## config.mk

```make
export PLATFORM = sky130hd
export DESIGN_NAME = scalar_kalman_filter
export DESIGN_NICKNAME = d
export VERILOG_FILES = /design/src/rtl/core/skf_pkg.sv /design/src/rtl/core/skf_sequencer.sv /design/src/rtl/core/skf_datapath.sv /design/src/rtl/core/scalar_kalman_filter.sv
export SDC_FILE = /design/constraint.sdc
export NUM_CORES = 2
export LEC_CHECK = 0
export BUFFER_PORTS_ARGS = -buffer_cell sky130_fd_sc_hd__buf_2
export CAP_MARGIN = 20
export CELL_PAD_IN_SITES_DETAIL_PLACEMENT = 1
export CELL_PAD_IN_SITES_GLOBAL_PLACEMENT = 2
export CORE_MARGIN = 2
export CORE_UTILIZATION = 42
export CTS_BUF_LIST = sky130_fd_sc_hd__clkbuf_4 sky130_fd_sc_hd__clkbuf_8 sky130_fd_sc_hd__clkbuf_16
export CTS_CLUSTER_DIAMETER = 40
export CTS_CLUSTER_SIZE = 14
export DETAILED_ROUTE_END_ITERATION = 8
export PLACE_DENSITY = 0.78
export SYNTH_ARGS = -nofsm -noshare
export SYNTH_HDL_FRONTEND = slang
export SYNTH_HIERARCHICAL = 1
export SYNTH_SLANG_ARGS = --single-unit
```

## constraint.sdc

```tcl
create_clock -name clk -period 9.8 [get_ports clk]
set_clock_uncertainty 0.2 [all_clocks]
set_input_delay 0.49 -clock clk [delete_from_list [all_inputs] [get_ports clk]]
set_output_delay 0.49 -clock clk [all_outputs]
set_load 0.03 [all_outputs]
```

## src/rtl/core/skf_pkg.sv

```systemverilog
// Shared types, constants and microcode table of the scalar Kalman filter.
package skf_pkg;

    // Q16.16 data formats
    localparam int DATA_W   = 32;
    localparam int FRAC_W   = 16;
    localparam int GAIN_W   = FRAC_W + 1;
    localparam int DENOM_W  = DATA_W + 1;
    localparam int INNOV_W  = DATA_W + 1;
    localparam int MULB_W   = INNOV_W + 1;
    localparam int PROD_W   = GAIN_W + MULB_W;
    localparam logic [GAIN_W-1:0] GAIN_ONE = GAIN_W'(1) << FRAC_W;

    // Configuration port
    localparam int CFG_IDX_W = 2;
    localparam logic [CFG_IDX_W-1:0] REG_PROCESS_NOISE = CFG_IDX_W'(0);
    localparam logic [CFG_IDX_W-1:0] REG_MEASURE_NOISE = CFG_IDX_W'(1);
    localparam logic [DATA_W-1:0] PROCESS_NOISE_RST = 32'h0001_0000;
    localparam logic [DATA_W-1:0] MEASURE_NOISE_RST = 32'h07D0_0000;

    // Sequencer sizes: the divide step runs once per quotient bit
    localparam int PC_W     = 3;
    localparam int CNT_W    = 5;
    localparam logic [CNT_W-1:0] DIV_CNT_START = CNT_W'(GAIN_W - 1);

    // Step addresses
    localparam logic [PC_W-1:0] PC_IDLE = 3'd0;
    localparam logic [PC_W-1:0] PC_PRED = 3'd1;
    localparam logic [PC_W-1:0] PC_DEN  = 3'd2;
    localparam logic [PC_W-1:0] PC_DIV  = 3'd3;
    localparam logic [PC_W-1:0] PC_GAIN = 3'd4;
    localparam logic [PC_W-1:0] PC_MUL  = 3'd5;
    localparam logic [PC_W-1:0] PC_EST  = 3'd6;
    localparam logic [PC_W-1:0] PC_COV  = 3'd7;

    // Hold conditions of a step
    typedef enum logic [1:0] {
        STALL_NONE,
        STALL_INPUT,
        STALL_OUTPUT
    } skf_stall_t;

    // Branch kinds of a step
    typedef enum logic [1:0] {
        BR_NEXT,
        BR_LOOP,
        BR_JUMP
    } skf_br_t;

    // Datapath actions of one step
    typedef struct packed {
        logic ld_meas;
        logic ld_pred;
        logic ld_den;
        logic cnt_load;
        logic div_step;
        logic ld_gain;
        logic ld_prod;
        logic mul_cov;
        logic ld_est;
        logic ld_cov;
        logic emit;
    } skf_act_t;

    // One control word
    typedef struct packed {
        skf_stall_t      stall;
        skf_br_t         br;
        logic [PC_W-1:0] target;
        skf_act_t        act;
    } skf_uword_t;

    // Status seen by the sequencer
    typedef struct packed {
        logic in_valid;
        logic out_free;
    } skf_stat_t;

    // Microcode ROM
    function automatic skf_uword_t skf_ucode(input logic [PC_W-1:0] pc);
        skf_uword_t w;
        w = '0;
        w.stall  = STALL_NONE;
        w.br     = BR_NEXT;
        w.target = PC_IDLE;
        unique case (pc)
            PC_IDLE:
            begin
                w.stall       = STALL_INPUT;
                w.act.ld_meas = 1'b1;
            end
            PC_PRED:
            begin
                w.act.ld_pred = 1'b1;
            end
            PC_DEN:
            begin
                w.act.ld_den   = 1'b1;
                w.act.cnt_load = 1'b1;
            end
            PC_DIV:
            begin
                w.br           = BR_LOOP;
                w.target       = PC_DIV;
                w.act.div_step = 1'b1;
            end
            PC_GAIN:
            begin
                w.act.ld_gain = 1'b1;
            end
            PC_MUL:
            begin
                w.act.ld_prod = 1'b1;
            end
            PC_EST:
            begin
                w.act.ld_est  = 1'b1;
                w.act.ld_prod = 1'b1;
                w.act.mul_cov = 1'b1;
            end
            PC_COV:
            begin
                w.stall      = STALL_OUTPUT;
                w.br         = BR_JUMP;
                w.target     = PC_IDLE;
                w.act.ld_cov = 1'b1;
                w.act.emit   = 1'b1;
            end
            default:
            begin
                w.br     = BR_JUMP;
                w.target = PC_IDLE;
            end
        endcase
        return w;
    endfunction

endpackage

```

## src/rtl/core/skf_sequencer.sv

```systemverilog
// Step counter, loop counter and microcode lookup of the Kalman filter.
module skf_sequencer
    import skf_pkg::*;
(
    input  logic      clk,
    input  logic      rst_n,
    input  skf_stat_t stat,
    output logic      in_ready,
    output skf_act_t  act
);

    logic [PC_W-1:0]  pc_reg, pc_next;
    logic [CNT_W-1:0] cnt_reg, cnt_next;
    skf_uword_t       uw;
    logic             stalled;

    // Control word of the current step
    assign uw = skf_ucode(pc_reg);

    // Hold decision
    always_comb
    begin
        unique case (uw.stall)
            STALL_NONE:   stalled = 1'b0;
            STALL_INPUT:  stalled = !stat.in_valid;
            STALL_OUTPUT: stalled = !stat.out_free;
            default:      stalled = 1'b0;
        endcase
    end

    assign in_ready = (uw.stall == STALL_INPUT);
    assign act      = stalled ? '0 : uw.act;

    // Next step
    always_comb
    begin
        pc_next = pc_reg;
        if (!stalled)
        begin
            unique case (uw.br)
                BR_NEXT: pc_next = pc_reg + PC_W'(1);
                BR_LOOP: pc_next = (cnt_reg != '0) ? uw.target : pc_reg + PC_W'(1);
                BR_JUMP: pc_next = uw.target;
                default: pc_next = PC_IDLE;
            endcase
        end
    end

    // Loop counter
    always_comb
    begin
        cnt_next = cnt_reg;
        if (uw.act.cnt_load && !stalled)
        begin
            cnt_next = DIV_CNT_START;
        end
        else if (uw.br == BR_LOOP && !stalled && cnt_reg != '0)
        begin
            cnt_next = cnt_reg - CNT_W'(1);
        end
    end

    always_ff @(posedge clk or negedge rst_n)
    begin
        if (!rst_n)
        begin
            pc_reg  <= PC_IDLE;
            cnt_reg <= '0;
        end
        else
        begin
            pc_reg  <= pc_next;
            cnt_reg <= cnt_next;
        end
    end

endmodule

```

## src/rtl/core/skf_datapath.sv

```systemverilog
// Registers, adder, divide step and shared multiplier of the Kalman filter.
module skf_datapath
    import skf_pkg::*;
(
    input  logic              clk,
    input  logic              rst_n,
    input  skf_act_t          act,
    input  logic [DATA_W-1:0] meas_in,
    input  logic [DATA_W-1:0] q_noise,
    input  logic [DATA_W-1:0] r_noise,
    output logic [DATA_W-1:0] est
);

    logic [DATA_W-1:0]         est_reg, cov_reg, meas_reg, pred_reg;
    logic [DENOM_W-1:0]        denom_reg, rem_reg;
    logic [GAIN_W-1:0]         quo_reg, gain_reg;
    logic signed [INNOV_W-1:0] innov_reg;
    logic signed [PROD_W-1:0]  prod_reg;

    logic [DATA_W:0]           pred_sum;
    logic [DENOM_W:0]          trial, diff;
    logic                      ge;
    logic [GAIN_W-1:0]         mul_a;
    logic signed [MULB_W-1:0]  mul_b;
    logic signed [PROD_W:0]    mul_full;
    logic signed [DATA_W+3:0]  est_sum;

    // Predicted covariance, saturated
    assign pred_sum = {1'b0, cov_reg} + {1'b0, q_noise};

    // Restoring divide step: shift in the next dividend bit, compare, subtract
    assign trial = {rem_reg, quo_reg[GAIN_W-1]};
    assign diff  = trial - {1'b0, denom_reg};
    assign ge    = (trial >= {1'b0, denom_reg});

    // Shared multiplier: gain times innovation, then (1 - gain) times prediction
    assign mul_a    = act.mul_cov ? (GAIN_ONE - gain_reg) : gain_reg;
    assign mul_b    = act.mul_cov ? $signed({2'b00, pred_reg})
                                  : $signed({innov_reg[INNOV_W-1], innov_reg});
    assign mul_full = $signed({1'b0, mul_a}) * mul_b;

    // Estimate plus correction; the correction is the product floored by 2^16
    assign est_sum = $signed({{4{est_reg[DATA_W-1]}}, est_reg})
                   + $signed({prod_reg[PROD_W-1], prod_reg[PROD_W-1:FRAC_W]});

    // State registers
    always_ff @(posedge clk or negedge rst_n)
    begin
        if (!rst_n)
        begin
            est_reg <= '0;
            cov_reg <= '0;
        end
        else
        begin
            if (act.ld_est)
            begin
                if (est_sum > $signed((DATA_W+4)'(32'h7FFF_FFFF)))
                begin
                    est_reg <= 32'h7FFF_FFFF;
                end
                else if (est_sum < -$signed((DATA_W+4)'(33'h0_8000_0000)))
                begin
                    est_reg <= 32'h8000_0000;
                end
                else
                begin
                    est_reg <= est_sum[DATA_W-1:0];
                end
            end
            if (act.ld_cov)
            begin
                cov_reg <= prod_reg[DATA_W+FRAC_W-1:FRAC_W];
            end
        end
    end

    // Working registers
    always_ff @(posedge clk)
    begin
        if (act.ld_meas)
        begin
            meas_reg <= meas_in;
        end
        if (act.ld_pred)
        begin
            pred_reg  <= pred_sum[DATA_W] ? '1 : pred_sum[DATA_W-1:0];
            innov_reg <= $signed({meas_reg[DATA_W-1], meas_reg})
                       - $signed({est_reg[DATA_W-1], est_reg});
        end
        if (act.ld_den)
        begin
            denom_reg <= {1'b0, pred_reg} + {1'b0, r_noise};
            rem_reg   <= {2'b00, pred_reg[DATA_W-1:1]};
            quo_reg   <= {pred_reg[0], {(GAIN_W-1){1'b0}}};
        end
        if (act.div_step)
        begin
            rem_reg <= ge ? diff[DENOM_W-1:0] : trial[DENOM_W-1:0];
            quo_reg <= {quo_reg[GAIN_W-2:0], ge};
        end
        if (act.ld_gain)
        begin
            gain_reg <= (denom_reg == '0) ? GAIN_ONE : quo_reg;
        end
        if (act.ld_prod)
        begin
            prod_reg <= mul_full[PROD_W-1:0];
        end
    end

    assign est = est_reg;

    // The gain never exceeds one.
    a_gain_bound: assert property (@(posedge clk) disable iff (!rst_n)
        act.ld_gain |=> gain_reg <= GAIN_ONE)
        else $error("gain above 1.0");

    // The remainder stays below the divisor after each divide step.
    a_rem_bound: assert property (@(posedge clk) disable iff (!rst_n)
        act.div_step && denom_reg != '0 |=> rem_reg < denom_reg)
        else $error("divide remainder not reduced");

    // The covariance update never exceeds the predicted covariance.
    a_cov_bound: assert property (@(posedge clk) disable iff (!rst_n)
        act.ld_cov |=> cov_reg <= $past(pred_reg))
        else $error("covariance grew in update");

endmodule

```

## src/rtl/core/scalar_kalman_filter.sv

```systemverilog
// Top level of the scalar Kalman filter: ports, configuration and result register.
//
//  channel  | direction | transaction carries
//  ---------+-----------+---------------------------------------------
//  s_*      | in        | tdata[31:0] measurement (signed Q16.16)
//  m_*      | out       | tdata[31:0] filtered_value (signed Q16.16)
//  cfg_*    | in        | cfg_index: 0 process_noise, 1 measure_noise
//
// A measurement is accepted in the idle step and its result is loaded at the last step,
// and no new measurement is taken until the sequence returns to idle; the 17 steps
// of the bit-serial gain divide make up most of that sequence.
// Reset sets Q to 1.0, R to 2000.0 and clears estimate and covariance.
// A new measurement is taken while the previous result waits on m_tready;
// the sequencer holds only at its last step if that result is still not taken.
// Configuration writes are taken at every cycle.
module scalar_kalman_filter
    import skf_pkg::*;
(
    input  logic                 clk,
    input  logic                 rst_n,
    input  logic                 s_tvalid,
    output logic                 s_tready,
    input  logic [DATA_W-1:0]    s_tdata,    // [31:0] measurement
    output logic                 m_tvalid,
    input  logic                 m_tready,
    output logic [DATA_W-1:0]    m_tdata,    // [31:0] filtered_value
    input  logic                 cfg_valid,
    output logic                 cfg_ready,
    input  logic [CFG_IDX_W-1:0] cfg_index,
    input  logic [DATA_W-1:0]    cfg_data
);

    logic [DATA_W-1:0] q_reg, r_reg, out_data_reg, est;
    logic              out_valid_reg;
    skf_act_t          act;
    skf_stat_t         stat;

    // Configuration registers
    assign cfg_ready = 1'b1;

    always_ff @(posedge clk or negedge rst_n)
    begin
        if (!rst_n)
        begin
            q_reg <= PROCESS_NOISE_RST;
            r_reg <= MEASURE_NOISE_RST;
        end
        else if (cfg_valid)
        begin
            case (cfg_index)
                REG_PROCESS_NOISE: q_reg <= cfg_data;
                REG_MEASURE_NOISE: r_reg <= cfg_data;
                default:           ;
            endcase
        end
    end

    // Sequencer status
    assign stat.in_valid = s_tvalid;
    assign stat.out_free = !out_valid_reg || m_tready;

    skf_sequencer u_seq
    (
        .clk      (clk),
        .rst_n    (rst_n),
        .stat     (stat),
        .in_ready (s_tready),
        .act      (act)
    );

    skf_datapath u_dp
    (
        .clk     (clk),
        .rst_n   (rst_n),
        .act     (act),
        .meas_in (s_tdata),
        .q_noise (q_reg),
        .r_noise (r_reg),
        .est     (est)
    );

    // Result register
    always_ff @(posedge clk or negedge rst_n)
    begin
        if (!rst_n)
        begin
            out_valid_reg <= 1'b0;
        end
        else if (act.emit)
        begin
            out_valid_reg <= 1'b1;
        end
        else if (m_tready)
        begin
            out_valid_reg <= 1'b0;
        end
    end

    always_ff @(posedge clk)
    begin
        if (act.emit)
        begin
            out_data_reg <= est;
        end
    end

    assign m_tvalid = out_valid_reg;
    assign m_tdata  = out_data_reg;

endmodule

```

Word level (Yosys, flattened, before mapping)
Index checks and enable logic that the tools add are counted.

Add/sub/neg operators: 8. Multipliers: 1. Order comparisons: 3. Equality and inequality tests: 12. Mux-type cells: 27. Reductions and logical operators: 19.

Operator list (count): 33-bit two-way mux (3); 32-bit by 32-bit adder with 33-bit output (2); 32-bit two-way mux (2); 18-bit by 34-bit multiplier with 51-bit output (1); 17-bit two-way mux (3); 32-bit by 35-bit adder with 36-bit output (1); 36-bit by 32-bit > comparator with 1-bit output (second input constant) (1); 36-bit by 32-bit less-than comparator with 1-bit output (second input constant) (1); 34-bit by 33-bit >= comparator with 1-bit output (1); 34-bit two-way mux (1); 33-bit zero test (1); 32-bit by 32-bit subtractor with 33-bit output (1); 33-bit subtractor (1); 17-bit subtractor (first input constant) (1); 3-bit equality test (second input constant) (4); 11-bit two-way mux (1); 5-bit two-way mux (2); 5-bit case mux with 2 select lines (1); 3-bit case mux with 3 select lines (1); 1-bit two-way mux (7); 2-bit by 1-bit equality test with 1-bit output (second input constant) (3); 3-bit by 2-bit equality test with 1-bit output (second input constant) (2); 2-bit two-way mux (3); 2-bit nonzero test (3); other kinds (15) (23).

Flip-flop bits (word level): 417. Bits of input ports: 71. Output and inout port bits: 35. Word-level logic and storage cells: 86.

Depth between registers and ports, before layout
Depth in word-level cells: 9. Depth in mapped cells: 34. Mapped depth without buffers: 30.

Cells and area by module
The synthesis kept the hierarchy.

By module, submodules not included: skf_datapath (times used 1, cells an instance 3949, area each 37851.3 um^2, seq. area each 8568.2 um^2); scalar_kalman_filter (times used 1, cells an instance 173, area each 3434.5 um^2, seq. area each 2596.2 um^2); skf_sequencer (times used 1, cells an instance 72, area each 645.6 um^2, seq. area each 200.2 um^2).

Worst setup path after synthesis
OpenSTA, ideal clock, no wires.

Path type: register -> register. Start point: register u_seq.pc_reg[0]. End point: register u_dp.prod_reg[50] (data pin). Setup time: 0.260 ns. Arrival time: 8.556 ns. Required time: 9.340 ns. Setup slack: 0.784 ns. Stages on the path, launching flop included: 31. Path buffers: 5. Clock period less this slack: 9.016 ns. Path through: dfrtp_1 -> ha_1 -> ha_1 -> nand4b_1 -> and3_1 -> buf_4 -> clkbuf_1 -> clkbuf_1 -> buf_1 -> clkbuf_1 -> mux2i_1 -> nor2_1 -> fa_1 -> inv_1 -> fa_1 -> fa_1 -> inv_1 -> fa_1 -> fa_1 -> fa_1 -> ha_1 -> a21o_1 -> a21o_1 -> a221o_1 -> a2111oi_2 -> nor4_1 -> a311oi_1 -> o31a_1 -> a21oi_1 -> a21oi_1 -> xnor2_1.

RTL lines: start, declared (line skf_sequencer.sv:12) `logic [PC_W-1:0] pc_reg, pc_next;`; start signal, assigned (line skf_sequencer.sv:72) `pc_reg <= pc_next;`; end signal, assigned (line skf_datapath.sv:108) `prod_reg <= mul_full[PROD_W-1:0];`; end, declared (line skf_datapath.sv:18) `logic signed [PROD_W-1:0] prod_reg;`.

Worst setup path in the final report
Start point: register u_seq.pc_reg[0]. End point: register u_dp.prod_reg[48] (data pin).

Cells in the longest elaborated chain, start to end: 7. Elaborated cells between the ends (all ways): 12. Classes of those cells: mul: 1; eq/ne: 4; mux: 6; reduce/logical: 1.

Ends and longest elaborated chain: 3-bit equality test / 3-bit zero test (equally long branches) (line skf_pkg.sv:86) `unique case (pc)`; 2-bit case mux with 2 select lines (line skf_pkg.sv:86); 2-bit equality test / 2-bit by 1-bit equality test with 1-bit output (equally long branches) (line skf_sequencer.sv:23) `unique case (uw.stall)`; 1-bit case mux with 2 select lines (line skf_sequencer.sv:23); 11-bit two-way mux (*) (line skf_sequencer.sv:32) `assign act = stalled ? '0 : uw.act;`; 17-bit two-way mux / 34-bit two-way mux (equally long branches) (line skf_datapath.sv:37, skf_datapath.sv:38); 18-bit by 34-bit multiplier with 51-bit output (*) (line skf_datapath.sv:40) `assign mul_full = $signed({1'b0, mul_a}) * mul_b;`; net u_dp.mul_full[48] (line skf_datapath.sv:25) `logic signed [PROD_W:0] mul_full;`.

Mark *: on every way through the listed nets, which the timed path passes. The rest lies on a longest branch. A chain may end at the register's enable or synchronous reset.

==> flow_summary_export.csv <==
group,metric,value,unit
clock_tree,cts_buffers,73,
final_layout,area_growth,13.0,%
flow_run,max-cap-violations,0,
logic_synthesis,ys_top_cells_by_count,"711 x inv_1, 539 x fa_1, 511 x nand2_1",
placement,place_congestion,0.907,
clock_tree,tritoncts,"done",
logic_synthesis,synth_edf_count,264,
timing,fmax,0.107,GHz
logic_synthesis,synth_top_cell_area_share,25.7,%
floorplanning,dieArea,0.102,mm2
worst_setup_path,cp.arrival,9550,ps
hold_path,hold_path.class,"input pin to flop",
final_layout,filler_cell_count,11000,
placement,hpwl,111000,um
logic_synthesis,ys_async_sr_fraction,34.2,%
global_route,grt.overflow.total,0,
clock_tree,postCtsSetupRepairBufs,0,
worst_setup_path,cp.required,9960,ps
logic_synthesis,ys_types,100,
clock_tree,htreeDepth,3,
floorplanning,start_util,42.5,%
logic_synthesis,seq_area_frac_synth,27.1,%
final_layout,largest_reg_flops,35,
timing,setup_viol,0,
worst_setup_path,critPathCaptureType,"flop",
logic_synthesis,synth_area_leaders,"fa_1 26%, edfxtp_1 19%, ha_1 8.7%",
floorplanning,die_h,320,um
floorplanning,coreArea,0.0987,mm2
timing,grt_setup_unrepaired,"false",
global_route,track_usage,27.0,%
worst_setup_path,cp_slowest_cell,"mux2i_1",
final_layout,fin_util,48.0,%
worst_setup_path,r2r_slack,410,ps
logic_synthesis,ys_ff_latch,401,
timing,post-route-period-util,95.8,%
status,status,"finished, final reports clean",
clock_tree,cts_buffer_depth,3,
worst_setup_path,rr_startpoint,"u_seq/pc_reg[0]",
logic_synthesis,syn_area_per_cell,10.0,um2
global_route,grt_pass1_vias,33700,
global_route,grt_max_degree,89,
timing,slew_violations,0,
worst_setup_path,reg2regPathDepth,29,
worst_setup_path,reg2reg_to,"u_dp/prod_reg[48]",
drt,viasPerCell,5.45,
placement,numPortBuffers,104,
timing,slew_headroom,30.9,%
clock_tree,cts.sinks,401,
worst_setup_path,crit_end,"u_dp/prod_reg[48]",
worst_setup_path,critPathKind,"flop to flop",
drt,drtIter0Drc,1857,
global_route,antenna_found_initial,7,
logic_synthesis,synth_most_common_cell,"inv_1",
drt,drtAntennaViolNets,0,
worst_setup_path,cpPeakStageDelay,610,ps
timing,period_needed,9390,ps
clock_tree,root_buffer,"clkbuf_16",
floorplanning,die_w,320,um
logic_synthesis,synth_flop_cell,"edfxtp_1",
floorplanning,rows,115,
logic_synthesis,syn_inst,4194,
drt,drc,0,
worst_setup_path,crit_path_start,"u_seq/pc_reg[0]",
worst_setup_path,start_kind,"flop",
timing,final-hold-violation-count,0,
drt,vias,31200,
logic_synthesis,ys_warn_count,6,
timing,setup-tns-final,0,ps
logic_synthesis,synth_top_cell_by_area,"fa_1",
timing,worstMarginPinSlew,1040,ps
logic_synthesis,syn_area,0.0419,mm2
final_layout,num_antenna_cells,0,
logic_synthesis,syn_nets,5095,
clock_tree,clk_latency,630,ps
clock_tree,clk_pin_slew,50,ps
drt,drt_pass1_iterations,7,
floorplanning,io_pins,106,
global_route,grt_pass1_wl,208000,um
drt,routedWlPerCell,23.8,um
drt,routed_wl,136000,um
worst_setup_path,cpMostUsedCell,"fa_1",
final_layout,num-nets-final,5276,
final_layout,layout-drive-gt1-share,11.6,%
worst_setup_path,crit_fanout,27,
[worst min path at each step]
stage / from / slack [ps] / depth (start not counted) / end
after floorplan: rst_n / -6 / 0 / m_tvalid
after global placement: u_dp/est[18] / 270 / 0 / m_tdata[18]
after detailed placement: u_dp/est[10] / 270 / 0 / m_tdata[10]
after CTS: s_tvalid / 210 / 4 / u_seq/cnt_reg[4]
after global routing: u_dp/est[5] / 300 / 0 / m_tdata[5]
final: s_tvalid / 250 / 4 / u_seq/cnt_reg[4]
[critical path: cells and delay by family (launching register included)]
| kind | cells | cell delay [ps] |
|---|---|---|
| AOI/OAI and AO/OA | 5 | 1360 |
| adders and majority gates | 9 | 3930 |
| and+or+nand+nor | 6 | 1310 |
| buffers and inverters | 7 | 1130 |
| xor gates and xnor gates | 1 | 120 |
| DFF | 1 | 430 |
| muxes | 1 | 610 |
[metrics by stage]
stage / hold slack [ps] / setup WS (ps) / instances / cell area, um2
after floorplan: -5.59 / 784 / 4194 / 41900
after global placement: 273 / 478 / 5520 / 44200
after detailed placement: 271 / 324 / 5520 / 44200
after CTS: 209 / 281 / 5720 / 47300
after global routing: 299 / 12.7 / 5721 / 47400
final: 249 / 411 / 5721 / 47400
[cells by family (layout without fill, tap and decap cells)]
logic type,Yosys count,count (layout),share of synthesized area (%)
other,1,1,0.00894
adders and majority gates,830,830,34.4
buffers and inverters,846,1086,7.89
muxes,173,173,4.52
DFF,401,401,27.1
AOI/OAI and AO/OA,619,619,9.85
and+or+nand+nor,1124,1124,12.0
xor gates and xnor gates,200,200,4.18
[area by class of cell]
type | count | area (um2) | share of cell area, %
multi-input combinational | 2947 | 27400 | 57.9
sequential | 401 | 11400 | 24.0
inverter | 712 | 2670 | 5.64
clock buffer | 80 | 1920 | 4.06
timing repair buffer | 240 | 1810 | 3.82
tap | 1287 | 1610 | 3.40
clock inverter | 54 | 544 | 1.15
[layer usage]
metal	up-vias	track usage, %	wire length (um)
met5	-	0	41
met4	6	9.39	5240
met3	197	3.43	4870
met2	600	46.1	66500
met1	16200	35.5	59600
li1	14100	-	-
[layout by cell type (no fill, tap or decap), drive strengths merged, types with 130 or more instances in the layout]
cell | synthesis | layout
edfxtp | 264 | 264
nand2 | 511 | 511
buf | 29 | 174
nor2 | 296 | 296
fa | 539 | 539
a21oi | 201 | 201
inv | 712 | 737
dfrtp | 130 | 130
mux2 | 132 | 132
ha | 291 | 291
[what timing repair did]
item                       in CTS  in global routing
hold buffers                   66                  0
hold endpoints to repair      184                  0
resized for setup               0                  3
setup endpoints to repair       0                  6
Power is left out: the tool's default activity adds up to more than one toggle a clock period on the data nets, which glitch-free logic cannot reach.
